===== src/rtl/bop_ram.sv =====
// Generic single-write, single-read RAM with a registered read port.
// Used for every memory of the prefetcher; no dependencies.
module bop_ram #(
  parameter int WIDTH = 8,
  parameter int DEPTH = 256
) (
  input  logic                                   clk,
  input  logic                                   wr_en,
  input  logic [((DEPTH > 1) ? $clog2(DEPTH) : 1)-1:0] wr_addr,
  input  logic [WIDTH-1:0]                       wr_data,
  input  logic                                   rd_en,
  input  logic [((DEPTH > 1) ? $clog2(DEPTH) : 1)-1:0] rd_addr,
  output logic [WIDTH-1:0]                       rd_data
);

  logic [WIDTH-1:0] mem_r [DEPTH];
  logic [WIDTH-1:0] rd_data_r;

  always_ff @(posedge clk) begin
    if (wr_en) begin
      mem_r[wr_addr] <= wr_data;
    end
    if (rd_en) begin
      rd_data_r <= mem_r[rd_addr];
    end
  end

  assign rd_data = rd_data_r;

endmodule


===== config.mk =====
export PLATFORM = sky130hd
export DESIGN_NAME = bop_ram
export DESIGN_NICKNAME = d
export VERILOG_FILES = /design/src/rtl/bop_ram.sv
export SDC_FILE = /design/constraint.sdc
export NUM_CORES = 2
export LEC_CHECK = 0
export BUFFER_PORTS_ARGS = -buffer_cell sky130_fd_sc_hd__buf_2
export CAP_MARGIN = 20
export CORE_ASPECT_RATIO = 2
export CORE_MARGIN = 8
export CORE_UTILIZATION = 55
export CTS_CLUSTER_DIAMETER = 200
export DETAILED_ROUTE_END_ITERATION = 7
export PLACE_DENSITY = 0.71
export SLEW_MARGIN = 20
export SYNTH_ARGS = -nofsm -noshare
export SYNTH_HDL_FRONTEND = slang
export SYNTH_SLANG_ARGS = --single-unit

===== constraint.sdc =====
create_clock -name clk -period 2.6 [get_ports clk]
set_clock_uncertainty 0.15 [all_clocks]
set_input_delay 0.13 -clock clk [delete_from_list [all_inputs] [get_ports clk]]
set_output_delay 0.13 -clock clk [all_outputs]
set_load 0.02 [all_outputs]

=== After elaboration in Yosys (flattened, before gate mapping) ===
Memory sizes are Yosys's and may differ from the RTL's. A register that Yosys moved wholly into a read port is not among the register bits.
Index checks and enable logic that the tools add are counted.

* Mux-type cells: 2

{| class="wikitable"
|+ Operators by type and width
! kind !! count
|-
| $mux W1 || 2
|}

* Input bits: 27
* Bits in registers: 0
* Memories: 1
* Word-level logic and storage cells: 3
* Output and inout port bits: 8
* RAM bits: 2,048

{| class="wikitable"
|+ Memory list
! memory !! depth !! bits a word !! rd ports !! clocked after memory_dff !! wr ports !! line !! source
|-
| mem_r || 256 || 8 || 1 || 1 || 1 || 16 || <nowiki>logic [WIDTH-1:0] mem_r [DEPTH];</nowiki>
|}

=== Logic depth before layout (Yosys ltp) ===
* Word-level depth: 2
* Depth in mapped cells: 11

=== Worst setup path before layout ===
Ideal clock, no wire load.

* Kind: input to register
* From: input port rd_addr[0] (netlist name)
* To: register rd_data_r[2] (netlist: rd_data[2]) (read register of mem_r), data pin
* Arrival: 1,937 ps
* Stages: 9
* Path buffers: 4
* Setup time: 269 ps
* Path slack: 244 ps
* Path through: buf_6 > buf_12 > buf_8 > buf_2 > mux4_2 > a22oi_1 > a21oi_1 > nor4_1 > nor4_2

{| class="wikitable"
|+ RTL lines
! element !! line !! source
|-
| start: declaration || 12 || <nowiki>input logic [((DEPTH > 1) ? $clog2(DEPTH) : 1)-1:0] rd_addr,</nowiki>
|-
| end: declaration || 17 || <nowiki>logic [WIDTH-1:0] rd_data_r;</nowiki>
|}

==> results.py <==
metrics = {
    "timing": {
        "fin_setup_tns_ps": -16.5,
        "max_freq_ghz": 0.382,
        "hold_violations": 0,
        "layout_setup_ws_ps": -16.5,
        "fin_crit_sh_pct": 101,
        "setup_viol": 1,
        "finalCriticalPeriod_ps": 2620,
        "worstMarginPinSlew_ps": 942,
        "whs_ps": 119,
        "slew_violations": 0,
        "rsz0062_at_grt": "no",
        "relSlewSlack_pct": 37.1,
    },
    "global_routing": {
        "grt_pass1_vias": 43200,
        "grt_overflow": 0,
        "grt_usage_pct": 26.5,
        "grt_max_degree": 84,
        "grt_pass1_wl_um": 302000,
        "antenna_found_initial": 4,
    },
    "floorplanning": {
        "die_area_um2": 158000,
        "io_pins": 35,
        "die_w_um": 285,
        "start_util_pct": 55.3,
        "core_area_um2": 144000,
        "die_y_um": 554,
        "num_rows": 197,
    },
    "yosys": {
        "synth_common_cells": "edfxtp_1 (2056), mux4_2 (454), nor2_1 (282)",
        "synthFlopType": "edfxtp_1",
        "synth_cell_type_count": 54,
        "synth_edf_count": 2056,
        "yosysWarnings": 0,
        "async_reset_ff_share_pct": 0,
        "synth-seq-area-share_pct": 77.5,
        "synth_area_leaders": "edfxtp_1 (78%), mux4_2 (13%), mux2i_1 (1.7%)",
        "syn_area_per_cell_um2": 21.3,
        "synth_most_common_cell": "edfxtp_1",
        "yosysTopAreaCellShare_pct": 77.5,
        "ys_ff_latch": 2056,
        "syn_nets": 3760,
        "syn_area_um2": 79600,
        "syn_inst": 3733,
        "synth_top_cell_by_area": "edfxtp_1",
    },
    "placement": {
        "dp_hpwl_um": 142000,
        "gp_congestion": 0.911,
        "port_buffers": 34,
    },
    "clock_tree": {
        "clock-root-buffer": "clkbuf_16",
        "tritoncts": "done",
        "cts_sinks": 2056,
        "cts_setup_buffers": 0,
        "cts.htree.levels": 4,
        "insertion_delay_ps": 810,
        "path_clk_slew_ps": 70,
        "clk_path_buf_depth": 4,
        "cts_made_buffers": 167,
    },
    "finish": {
        "drive_above_1_share_pct": 32.6,
        "fin_nets": 4447,
        "area_growth_pct": 16.8,
        "utilization_pct": 64.6,
    },
    "worst_setup_path": {
        "worst_setup_path_start_kind": "register",
        "endpoint_kind": "register",
        "cp.arrival_ps": 3030,
        "path_max_fanout": 1,
        "path_class": "register to register",
        "cp.required_ps": 3010,
    },
    "drt": {
        "routed_wirelength_um": 212000,
        "via_per_inst": 6.44,
        "num_vias": 41500,
        "ant_nets": 0,
        "drt_iter0_markers": 4663,
        "routedWlPerCell_um": 33.0,
        "drc": 0,
        "detail_route.first_pass.iterations": 7,
    },
    "power_and_ir_drop": {
        "peakVddDrop_mv": 0.691,
        "p_per_area_nw_per_um2": 707,
        "leakage_nw": 30.1,
    },
    "flow_run": {
        "drv_cap": 0,
    },
    "run_status": {
        "outcome": "finished with violations",
        "failed_checks": "setup timing",
    },
    "worst_hold_path": {
        "hp-class": "input port to register",
    },
}
state kept, by name, indices dropped and copies added (netlist names):
register / count
mem_r: 2048
rd_data: 8
worst paths after layout:
check                     start    endpoint  slack, ps  cells after the start
setup / recovery  mem_r[219][7]  rd_data[7]        -20                      7
hold / removal       rd_addr[4]  rd_data[6]        120                      5
setup reg to reg  mem_r[219][7]  rd_data[7]        -20                      7
hold reg to reg    mem_r[25][2]  rd_data[2]       1120                      6
worst max-delay path, stage by stage (launching register included):
cell and delay (ps):
edfxtp_1 390, mux4_2 500, a22oi_1 230, buf_4 190, a21oi_1 120, nor4_1 540, buf_4 230, nor4_1 50
stage by stage:
step	cells	worst slack [ps]	total power, mW	area, µm²
after floorplan	3733	244	39.1	79600
after global placement	6122	-1060	41.1	87200
after global routing	6430	1.26	67.2	93000
after CTS	6429	-7.93	66.0	92900
final	6435	-16.5	65.8	93000
after detailed placement	6122	-1050	41.2	87200
per-layer routing:
layer | track usage (%) | wire, µm
met2 | 47.9 | 114000
met1 | 28.8 | 66500
met3 | 3.97 | 15700
met4 | 16.9 | 15800
met5 | 0 | 29
logic make-up (layout without fill, tap and decap cells):
group / count (synthesis) / in the layout / share of synthesized area (%)
flip-flops: 2056 / 2056 / 77.5
AND/OR/NAND/NOR: 466 / 466 / 2.63
buffers and inverters: 235 / 1041 / 1.83
AO/OA/AOI/OAI: 385 / 385 / 3.42
multiplexers: 591 / 591 / 14.6
other: 0 / 6 / 0
cell type report:
| type | instances | area (µm²) |
|---|---|---|
| Timing Repair Buffer | 751 | 6790 |
| Multi-Input combinational cell | 1442 | 16800 |
| Clock inverter | 93 | 956 |
| Tap cell | 1890 | 2360 |
| Inverter | 2 | 7.51 |
| Clock buffer | 195 | 4370 |
| Antenna cell | 6 | 15.0 |
| Sequential cell | 2056 | 61700 |
| Fill cell | 9414 | 51000 |
report_power, final:
| part | internal [mW] | switching, mW |
|---|---|---|
| clock | 13.9 | 11.3 |
| sequential | 36.5 | 0.0417 |
| combinational | 1.61 | 2.40 |
repair_timing:
| action | in CTS | in global routing |
|---|---|---|
| hold buffers | 21 | 0 |
| endpoints found under the hold margin | 1110 | 0 |
| pin swaps | 6 | 3 |
| gates cloned | 0 | 0 |
| gates resized for setup | 33 | 11 |
| endpoints found under the setup margin | 6 | 7 |
cell usage in the layout, fill, tap and decap left out, types with 24 or more instances in the layout:
cell / count
nor2b_1: 27
buf_4: 611
edfxtp_1: 2056
clkbuf_1: 24
o22ai_1: 28
clkbuf_16: 171
a21oi_1: 96
buf_12: 87
a22oi_1: 133
o221ai_1: 46
mux2i_1: 134
mux4_2: 455
clkinv_1: 27
clkinv_2: 26
nand3_1: 34
nor2_1: 275
nand2_1: 33
Power figures use the tool's default switching activity.
